===== src/rtl/dzve_pkg.sv =====
// ----------------------------------------------------------------------------
// dzve_pkg
// shared types, constants and byte helpers for the duration vint encoder
// ----------------------------------------------------------------------------
package dzve_pkg;

    localparam int MonWidth  = 32;
    localparam int DayWidth  = 32;
    localparam int NsWidth   = 64;
    localparam int InWidth   = MonWidth + DayWidth + NsWidth;
    localparam int LenBytes  = 4;

    localparam logic [7:0] ByteMask = 8'hff;

    // zigzag of a 32-bit value sign-extended to 64 bits fits in 33 bits
    localparam int ZSmallWidth = MonWidth + 1;

    // byte segments of one encoding
    typedef enum logic [1:0] {
        SEG_LEN  = 2'd0,
        SEG_MON  = 2'd1,
        SEG_DAY  = 2'd2,
        SEG_NANO = 2'd3
    } t_seg;

    // encoded item handed from the encode stage to the serialiser
    typedef struct packed {
        logic [ZSmallWidth-1:0] z_mon;
        logic [ZSmallWidth-1:0] z_day;
        logic [NsWidth-1:0]     z_ns;
        logic [3:0]             n_mon;
        logic [3:0]             n_day;
        logic [3:0]             n_ns;
        logic [4:0]             total;
        logic                   with_len;
    } t_enc;

    // smallest n in 1..8 with z < 2^(7n), else 9
    function automatic logic [3:0] vint_len(input logic [63:0] z);
        logic [3:0] n;
        n = 4'd9;
        for (int k = 8; k >= 1; k--) begin
            if ((z >> (7 * k)) == 64'd0) begin
                n = 4'(k);
            end
        end
        return n;
    endfunction

    // byte j (0 = first) of the n-byte vint of z, prefix bits included
    function automatic logic [7:0] vint_byte(input logic [63:0] z,
                                             input logic [3:0]  n,
                                             input logic [3:0]  j);
        logic [71:0] zx;
        logic [3:0]  k;
        logic [7:0]  b;
        zx = {8'h00, z};
        k  = n - 4'd1 - j;
        b  = zx[8 * k +: 8];
        if (j == 4'd0) begin
            b = b | (~(ByteMask >> (n - 4'd1)));
        end
        return b;
    endfunction

endpackage


===== src/rtl/dzve_encode.sv =====
// ----------------------------------------------------------------------------
// dzve_encode
// input register, zigzag mapping and vint sizing, result register
// ----------------------------------------------------------------------------
module dzve_encode (
    input  logic                         i_clk,
    input  logic                         i_rst_n,
    input  logic                         i_vld,
    output logic                         o_rdy,
    input  logic [dzve_pkg::MonWidth-1:0] i_months,
    input  logic [dzve_pkg::DayWidth-1:0] i_days,
    input  logic [dzve_pkg::NsWidth-1:0]  i_nanos,
    input  logic                         i_with_len,
    input  logic                         i_take,
    output dzve_pkg::t_enc               o_res,
    output logic                         o_res_vld
);

    logic                          r_in_vld;
    logic                          n_in_vld;
    logic [dzve_pkg::MonWidth-1:0] r_months;
    logic [dzve_pkg::DayWidth-1:0] r_days;
    logic [dzve_pkg::NsWidth-1:0]  r_nanos;
    logic                          r_with_len;

    logic                          r_res_vld;
    logic                          n_res_vld;
    dzve_pkg::t_enc                r_res;
    dzve_pkg::t_enc                n_res;

    logic                          res_load;
    logic                          in_acc;

    assign res_load = !r_res_vld || i_take;
    assign o_rdy    = !r_in_vld || res_load;
    assign in_acc   = i_vld && o_rdy;

    always_comb begin
        n_in_vld  = in_acc ? 1'b1 : (res_load ? 1'b0 : r_in_vld);
        n_res_vld = res_load ? r_in_vld : r_res_vld;

        // zigzag: (x << 1) ^ sign mask, high bits cancel for 32-bit values
        n_res.z_mon = {r_months, 1'b0} ^ {dzve_pkg::ZSmallWidth{r_months[31]}};
        n_res.z_day = {r_days, 1'b0} ^ {dzve_pkg::ZSmallWidth{r_days[31]}};
        n_res.z_ns  = {r_nanos[62:0], 1'b0} ^ {dzve_pkg::NsWidth{r_nanos[63]}};
        n_res.n_mon = dzve_pkg::vint_len({31'd0, n_res.z_mon});
        n_res.n_day = dzve_pkg::vint_len({31'd0, n_res.z_day});
        n_res.n_ns  = dzve_pkg::vint_len(n_res.z_ns);
        n_res.total = {1'b0, n_res.n_mon} + {1'b0, n_res.n_day} + {1'b0, n_res.n_ns};
        n_res.with_len = r_with_len;
    end

    always_ff @(posedge i_clk) begin
        if (!i_rst_n) begin
            r_in_vld  <= 1'b0;
            r_res_vld <= 1'b0;
        end else begin
            r_in_vld  <= n_in_vld;
            r_res_vld <= n_res_vld;
        end
    end

    always_ff @(posedge i_clk) begin
        if (in_acc) begin
            r_months   <= i_months;
            r_days     <= i_days;
            r_nanos    <= i_nanos;
            r_with_len <= i_with_len;
        end
        if (res_load) begin
            r_res <= n_res;
        end
    end

    assign o_res     = r_res;
    assign o_res_vld = r_res_vld;

`ifndef SYNTHESIS
    // 33-bit zigzag values never need more than five vint bytes
    a_mon_len: assert property (@(posedge i_clk) disable iff (!i_rst_n)
        r_res_vld |-> (r_res.n_mon >= 4'd1 && r_res.n_mon <= 4'd5))
        else $error("months vint length out of range");

    a_total: assert property (@(posedge i_clk) disable iff (!i_rst_n)
        r_res_vld |-> (r_res.total >= 5'd3 && r_res.total <= 5'd19))
        else $error("data byte count out of range");
`endif

endmodule


===== src/rtl/dzve_serial.sv =====
// ----------------------------------------------------------------------------
// dzve_serial
// walks optional length and vint segments, one byte per cycle unless stalled
// ----------------------------------------------------------------------------
module dzve_serial (
    input  logic           i_clk,
    input  logic           i_rst_n,
    input  dzve_pkg::t_enc i_res,
    input  logic           i_res_vld,
    output logic           o_take,
    output logic           o_vld,
    input  logic           i_rdy,
    output logic [7:0]     o_byte,
    output logic           o_last
);

    dzve_pkg::t_seg r_seg;
    dzve_pkg::t_seg n_seg;
    dzve_pkg::t_seg cur_seg;
    logic [3:0]     r_idx;
    logic [3:0]     n_idx;
    logic [3:0]     seg_len;
    logic [7:0]     seg_byte;
    logic           seg_end;
    logic           gen;
    logic           gen_last;

    logic           r_out_vld;
    logic [7:0]     r_out_byte;
    logic           r_out_last;

    assign gen = i_res_vld && (!r_out_vld || i_rdy);

    always_comb begin
        cur_seg = r_seg;
        if (r_seg == dzve_pkg::SEG_LEN && !i_res.with_len) begin
            cur_seg = dzve_pkg::SEG_MON;
        end
        case (cur_seg)
            dzve_pkg::SEG_LEN: begin
                seg_len  = 4'(dzve_pkg::LenBytes);
                seg_byte = (r_idx == 4'(dzve_pkg::LenBytes - 1)) ? {3'd0, i_res.total} : 8'd0;
            end
            dzve_pkg::SEG_MON: begin
                seg_len  = i_res.n_mon;
                seg_byte = dzve_pkg::vint_byte({31'd0, i_res.z_mon}, i_res.n_mon, r_idx);
            end
            dzve_pkg::SEG_DAY: begin
                seg_len  = i_res.n_day;
                seg_byte = dzve_pkg::vint_byte({31'd0, i_res.z_day}, i_res.n_day, r_idx);
            end
            dzve_pkg::SEG_NANO: begin
                seg_len  = i_res.n_ns;
                seg_byte = dzve_pkg::vint_byte(i_res.z_ns, i_res.n_ns, r_idx);
            end
            default: begin
                seg_len  = 4'd1;
                seg_byte = 8'd0;
            end
        endcase

        seg_end  = (r_idx == seg_len - 4'd1);
        gen_last = seg_end && (cur_seg == dzve_pkg::SEG_NANO);

        n_seg = r_seg;
        n_idx = r_idx;
        if (gen) begin
            if (seg_end) begin
                n_idx = 4'd0;
                case (cur_seg)
                    dzve_pkg::SEG_LEN:  n_seg = dzve_pkg::SEG_MON;
                    dzve_pkg::SEG_MON:  n_seg = dzve_pkg::SEG_DAY;
                    dzve_pkg::SEG_DAY:  n_seg = dzve_pkg::SEG_NANO;
                    dzve_pkg::SEG_NANO: n_seg = dzve_pkg::SEG_LEN;
                    default:            n_seg = dzve_pkg::SEG_LEN;
                endcase
            end else begin
                n_idx = r_idx + 4'd1;
            end
        end
    end

    assign o_take = gen && gen_last;

    always_ff @(posedge i_clk) begin
        if (!i_rst_n) begin
            r_seg     <= dzve_pkg::SEG_LEN;
            r_idx     <= 4'd0;
            r_out_vld <= 1'b0;
        end else begin
            r_seg <= n_seg;
            r_idx <= n_idx;
            if (gen) begin
                r_out_vld <= 1'b1;
            end else if (i_rdy) begin
                r_out_vld <= 1'b0;
            end
        end
    end

    always_ff @(posedge i_clk) begin
        if (gen) begin
            r_out_byte <= seg_byte;
            r_out_last <= gen_last;
        end
    end

    assign o_vld  = r_out_vld;
    assign o_byte = r_out_byte;
    assign o_last = r_out_last;

`ifndef SYNTHESIS
    a_idx_bound: assert property (@(posedge i_clk) disable iff (!i_rst_n)
        i_res_vld |-> (r_idx < seg_len))
        else $error("byte index beyond segment length");

    a_take_restart: assert property (@(posedge i_clk) disable iff (!i_rst_n)
        o_take |=> (r_seg == dzve_pkg::SEG_LEN && r_idx == 4'd0))
        else $error("segment walk not restarted after final byte");

    a_idle_hold: assert property (@(posedge i_clk) disable iff (!i_rst_n)
        !i_res_vld |=> (r_seg == $past(r_seg) && r_idx == $past(r_idx)))
        else $error("segment walk moved without an item");
`endif

endmodule


===== src/rtl/duration_zigzag_vint_encoder.sv =====
// ----------------------------------------------------------------------------
// duration_zigzag_vint_encoder
// zigzag vint byte encoder for a months / days / nanoseconds duration
// ----------------------------------------------------------------------------
//  channel   direction  tdata                         tuser / tlast
//  s_axis    in         months, days, nanos (128 b)   tuser[0] = len_prefix
//  m_axis    out        out_byte (8 b)                tlast = last
//
//  one output byte per cycle unless m_axis stalls, set by the single output byte lane;
//  an item is 3 to 23 bytes long
//  items follow each other with their byte runs back to back when the next one waits
//  first byte passes the input, result and output registers before it is valid on m_axis
//  synchronous active-low reset empties every stage; no clearing pass
//  a stalled output holds its byte while the next item waits in the stages
// ----------------------------------------------------------------------------
module duration_zigzag_vint_encoder (
    input  logic         i_clk,
    input  logic         i_rst_n,
    input  logic         s_axis_tvalid,
    output logic         s_axis_tready,
    // [31:0] months, [63:32] days, [127:64] nanos
    input  logic [127:0] s_axis_tdata,
    // [0] len_prefix
    input  logic [0:0]   s_axis_tuser,
    output logic         m_axis_tvalid,
    input  logic         m_axis_tready,
    // [7:0] out_byte
    output logic [7:0]   m_axis_tdata,
    output logic         m_axis_tlast
);

    dzve_pkg::t_enc enc_res;
    logic           enc_vld;
    logic           enc_take;

    // input register, zigzag and length sizing, result register
    dzve_encode u_encode (
        .i_clk      (i_clk),
        .i_rst_n    (i_rst_n),
        .i_vld      (s_axis_tvalid),
        .o_rdy      (s_axis_tready),
        .i_months   (s_axis_tdata[31:0]),
        .i_days     (s_axis_tdata[63:32]),
        .i_nanos    (s_axis_tdata[127:64]),
        .i_with_len (s_axis_tuser[0]),
        .i_take     (enc_take),
        .o_res      (enc_res),
        .o_res_vld  (enc_vld)
    );

    // byte sequencer with registered output stage
    dzve_serial u_serial (
        .i_clk     (i_clk),
        .i_rst_n   (i_rst_n),
        .i_res     (enc_res),
        .i_res_vld (enc_vld),
        .o_take    (enc_take),
        .o_vld     (m_axis_tvalid),
        .i_rdy     (m_axis_tready),
        .o_byte    (m_axis_tdata),
        .o_last    (m_axis_tlast)
    );

endmodule

===== config.mk =====
export PLATFORM = sky130hd
export DESIGN_NAME = duration_zigzag_vint_encoder
export DESIGN_NICKNAME = d
export VERILOG_FILES = /design/src/rtl/dzve_pkg.sv /design/src/rtl/dzve_encode.sv /design/src/rtl/dzve_serial.sv /design/src/rtl/duration_zigzag_vint_encoder.sv
export SDC_FILE = /design/constraint.sdc
export NUM_CORES = 1
export LEC_CHECK = 0
export BUFFER_PORTS_ARGS = -buffer_cell sky130_fd_sc_hd__clkbuf_2
export CAP_MARGIN = 20
export CORE_UTILIZATION = 49
export DETAILED_ROUTE_END_ITERATION = 6
export PLACE_DENSITY = 0.69
export SETUP_SLACK_MARGIN = 0.1
export SLEW_MARGIN = 20
export SYNTH_ARGS = -nofsm -noshare
export SYNTH_HDL_FRONTEND = slang
export SYNTH_SLANG_ARGS = --single-unit

===== constraint.sdc =====
create_clock -name i_clk -period 17.85 [get_ports i_clk]
set_input_delay 2.6775 -clock i_clk [delete_from_list [all_inputs] [get_ports i_clk]]
set_output_delay 2.6775 -clock i_clk [all_outputs]
set_load 0.05 [all_outputs]

Yosys cells after proc, flatten, opt, wreduce, memory -nomap -nowiden
Index checks and enable logic that the tools add are counted.

storage, ports and cells
  register bits after elaboration = 295
  output and inout bits = 11

cells by class
  add/subtract/negate cells = 10
  eq/ne operators = 5
  shifts and indexed selects = 6
  multiplexer cells = 29
  bitwise logic cells = 9
  reductions and logical operators = 34

operator list
  kind                   count
  $logic_not A64 Y1      16
  $shiftx A72 B8 Y8      3
  $xor A33 B33 Y33       2
  $xor A64 B64 Y64       1
  $mux W4                14
  $pmux W8 S4            1
  $mux W8                3
  $not A8 Y8             3
  $or A8 B8 Y8           3
  $shr A8 B4 Y8 const A  3
  $pmux W4 S4            1
  $sub A4 B1 Y4 const B  4
  $sub A4 B4 Y4          3
  $pmux W2 S4            1
  $mux W1                7
  $add A4 B4 Y5          1
  $add A5 B4 Y5          1
  $logic_and A1 B1 Y1    5
  $mux W5                1
  $add A4 B1 Y4 const B  1
  $eq A2 B2 Y1 const B   2
  $eq A4 B2 Y1 const B   1
  $eq A4 B4 Y1           1
  $logic_not A1 Y1       4
  other kinds (7)        11

Longest topological paths before layout
  depth in word-level cells = 13
  gate-level depth with buffers = 14

By module
Synthesis repeated with hierarchy kept, for this count alone.

second synthesis, totals
  cell total of the unflattened synthesis = 882
  area, all modules = 13,538.0 sq um

by module, submodules not included
  module       instances  cells an instance  area an instance (sq um)  seq. area each (sq um)
  dzve_encode  1          564                10,460.0                  8,237.9
  dzve_serial  1          318                3,078.0                   410.4

Worst setup path before layout
OpenSTA, ideal clock, no wires.

  path type = input to register
  start point = input m_axis_tready
  end point = register u_encode.r_res_vld, in the netlist u_encode.o_res_vld
  arrival time = 14,184 ps
  data required time = 17,281 ps
  setup slack = 3,097 ps
  stages = 5
  buffers on the path = 0
  path through = nand2b_1 > nand2_1 > or3_1 > o21ai_0 > a21boi_0

between the ends
  longest elaborated chain between the ends = 4

ends and longest elaborated chain
  item                   line                                text
  start, declared        duration_zigzag_vint_encoder.sv:26  input logic m_axis_tready,
  $logic_or A1 B1 Y1     dzve_serial.sv:32                   assign gen = i_res_vld && (!r_out_vld || i_rdy);
  $logic_and A1 B1 Y1    dzve_serial.sv:32
  $logic_and A1 B1 Y1    dzve_serial.sv:83                   assign o_take = gen && gen_last;
  $logic_or A1 B1 Y1     dzve_encode.sv:34                   assign res_load = !r_res_vld || i_take;
  net u_encode.res_load  dzve_encode.sv:31                   logic res_load;
  end signal, assigned   dzve_encode.sv:59                   r_res_vld <= n_res_vld;
  end, declared          dzve_encode.sv:26                   logic r_res_vld;

The timed path passes the listed nets, and every way through them passes these cells.
A chain may end at the register's enable or synchronous reset.

Worst setup path in the final report
  start point = input m_axis_tready
  end point = output s_axis_tready

between the ends
  longest elaborated chain between the ends = 5

ends and longest elaborated chain
  item                 line                                text
  $logic_or A1 B1 Y1   dzve_serial.sv:32
  $logic_and A1 B1 Y1  dzve_serial.sv:32
  $logic_and A1 B1 Y1  dzve_serial.sv:83
  $logic_or A1 B1 Y1   dzve_encode.sv:34
  $logic_or A1 B1 Y1   dzve_encode.sv:35                   assign o_rdy = !r_in_vld || res_load;
  end, declared        duration_zigzag_vint_encoder.sv:20  output logic s_axis_tready,

No other way between the ends.

==> results by group <==
CTS
  • Clock-pin slew on the worst setup and hold paths: approximately 60 ps
  • CTS max path bufs: 3
  • CTS root buf: clkbuf_16
  • Hold buffer count at cts: 0
  • Insertion delay to the later sink of the worst-skew pair: between 500 and 600 ps
  • TritonCTS clock tree: done
  • CTS buffer count: 30
  • Htree depth: 1
  • Post-CTS Setup Inserts: 0
  • Clk sink count: between 200 and 300
  • CTS resizes: 0

Global routing
  • Initial antenna violation count: 0
  • Vias in the first global route: between 7000 and 8000
  • Grt total ovfl: 0
  • First-pass GRT wire length: between 40000 and 50000 um
  • Tot GR Track Use: 0.1979
  • Largest net degree at the start of global routing: 77

Power
  • Sw Share: 0.2355
  • Sequential power share: 0.517
  • Power share of the clock group: 0.366
  • Worst ir drop on vdd: slightly above 0.08 mV
  • Total power: roughly 1.6 mW
  • Combinational power share: 0.116
  • Total leakage power: 5.682 nW
  • Switching pwr: 387.8 uW
  • Internal Power: about 1.3 mW
  • PwrDens: ~110 mW/mm^2

Routing
  • Post-route ant nets: 0
  • DR pass1 iterations: 7
  • Routed WL per cell: 19.49 um
  • Residual DRC: 8
  • Routed vias/inst: 5.424
  • Vias post-DR: ~7300
  • First DRT Iteration DRCs: between 500 and 600
  • Final wirelength: 26270 um

Worst setup path
  • Reg2reg end: u_encode.r_months[6]
  • R2R Path Start: u_serial.r_seg[1]
  • Reg2reg path depth: 12
  • Critical setup path kind: in -> out
  • Setup crit end kind: output pin
  • CP startpoint kind: input pin
  • Reg-to-reg slack, setup: about 13000 ps
  • Worst path required time: between 15000 and 20000 ps
  • Crit path max fanout: 3
  • Arrival @ worst endpoint: ~4000 ps

Worst hold path
  • Hold Path End: u_encode.o_res[0]
  • Worst hold start: u_encode.r_with_len
  • Worst min-delay path category: reg -> reg
  • Hold Path Stages: 0

Yosys
  • Post-synth EDFFs: 282
  • Mapped cell area: between 0.01 and 0.015 sq mm
  • Syn Area/Cell: between 15 and 20 sq um
  • Unique masters post-synth: 62
  • Dominant cell type by area after synthesis: edfxtp_1
  • Yosys warns: 0
  • Async SR Flop Fraction: 0
  • Number of synthesized register bits: around 290
  • Synth top area share: 0.6462
  • Mapped Cells: ~840
  • Register area share after synthesis: 0.6599
  • Largest cells by area after synthesis: edfxtp_1 (65%), xor2_1 (8.6%), mux4_2 (5.5%), ha_1 (2.8%), dfxtp_1 (1.4%)
  • Syn Nets: between 1000 and 1500
  • Main synth FF type: edfxtp_1

Timing
  • Min Clock Period, post-route: 6691 ps
  • Worst Skew: approximately 13 ps
  • Fin crit share: 0.3748
  • Final Max Slew Viols: 0
  • Setup TNS: 0 ps
  • Final Setup Violations: 0
  • Final hold viol count: 0
  • RSZ-0062 raised after global routing: no
  • Final hold slack: around 460 ps
  • Slew margin rel.: 0.3392
  • Highest clock rate: 0.1495 GHz
  • Worst-Margin Slew: approximately 990 ps

Place
  • Port Buffers: between 100 and 150
  • Placed cell areas: roughly 0.014 sq mm
  • Final Wtd Congestion: ~0.9
  • Hpwl dp: ~19000 um

Finish
  • Multi-input combinational cell area: between 0.004 and 0.005 sq mm
  • Layout filler cell count: a little over 2000
  • Final Util: 0.5785
  • Commonest non-fill, non-tap cell in the layout: edfxtp_1
  • Post-layout nets: between 1000 and 1500
  • Share of post-route cells with drive strength above 1: 0.2369
  • Seq. cell area: around 0.0086 sq mm
  • Design Area, Final: approximately 0.015 sq mm
  • Diodes inserted: 0
  • Commonest non-fill, non-tap cells in the layout: edfxtp_1 (282), clkbuf_2 (143), xor2_1 (128)
  • Area delta synth->final: 15.35%

Die
  • I/O pins: about 140
  • Vert. Die Dim: 165.5 um
  • Die width: 165.5 um
  • Core region area: between 0.02 and 0.03 sq mm
  • Full die area: between 0.02 and 0.03 sq mm
  • Num rows: 59
  • Starting density of the core: 0.5015

Run status
  • Status: complete, but fails checks
  • Failing checks: design-rule violations

Flow run
  • Max Cap Viol: 0
==> synth_stat cells (all sizes together) (11+ instances only) <==
cell	instances
edfxtp	282
xor2	128
inv	39
nand2	33
mux4	32
ha	29
nor2	28
buf	25
a21oi	19
o21ai	18
or4	16
nor3	15
mux2i	14
nand4	11
xnor2	11
==> cell families after synthesis <==
logic type,share of synthesized area
flip-flops,0.6599
AND/OR/NAND/NOR,0.06951
XOR/XNOR,0.09471
AO/OA/AOI/OAI,0.04526
buffers and inverters,0.02301
multiplexers,0.06922
adder cells (fa/ha/maj),0.03838
==> cell type report <==
cell class,count,area share
Sequential cell,291,0.5721
Multi-Input combinational cell,478,0.2759
Clock buffer,35,0.05090
Timing Repair Buffer,150,0.05082
Tap cell,335,0.02773
Clock inverter,20,0.01283
Inverter,39,0.009684
==> through the flow <==
| stage | worst slack, ps | std cells |
|---|---|---|
| floorplan | 3097 | 841 |
| global placement | 11180 | 1293 |
| detailed placement | 11170 | 1293 |
| CTS | 11160 | 1348 |
| global route | 11000 | 1348 |
| finish | 11160 | 1348 |
==> power by group through the flow <==
stage	clock [mW]	sequential, mW	combinational [mW]
CTS	0.618	0.852	0.193
finish	0.603	0.852	0.191
global route	0.642	0.858	0.207
floorplan	0	0.869	0.126
global placement	0	0.864	0.190
detailed placement	0	0.866	0.192
==> how the worst max path moves through the flow <==
stage | startpoint | to | slack, ps | cells after the start
finish | m_axis_tready | s_axis_tready | 11160 | 6
global route | u_serial.r_seg[1] | s_axis_tready | 11000 | 11
floorplan | m_axis_tready | u_encode.o_res_vld | 3100 | 5
global placement | m_axis_tready | s_axis_tready | 11180 | 6
CTS | m_axis_tready | s_axis_tready | 11160 | 6
detailed placement | m_axis_tready | s_axis_tready | 11170 | 6
==> layer usage <==
layer | track usage | part of all wire | vias to the layer above
met5 | 0 | 0 | -
met4 | 0.06116 | 0.024 | 0
met3 | 0.02972 | 0.056 | 42
met2 | 0.2989 | 0.45 | 232
met1 | 0.2957 | 0.46 | 3541
li1 | - | - | 3496
==> state kept, by name, summed over array words and instances (netlist names), 2 cells and up <==
register and cells:
u_encode.o_res 144, u_encode.r_nanos 64, u_encode.r_days 32, u_encode.r_months 32
u_serial.o_byte 8, u_serial.r_idx 4, u_serial.r_seg 2
==> worst max-delay path, cell delays in order <==
cell and delay (ps):
clkbuf_2 70, nand2b_1 100, nand2_1 100, or3_1 450, o211ai_1 290, clkbuf_2 330
(Power assumes the default switching activity.)
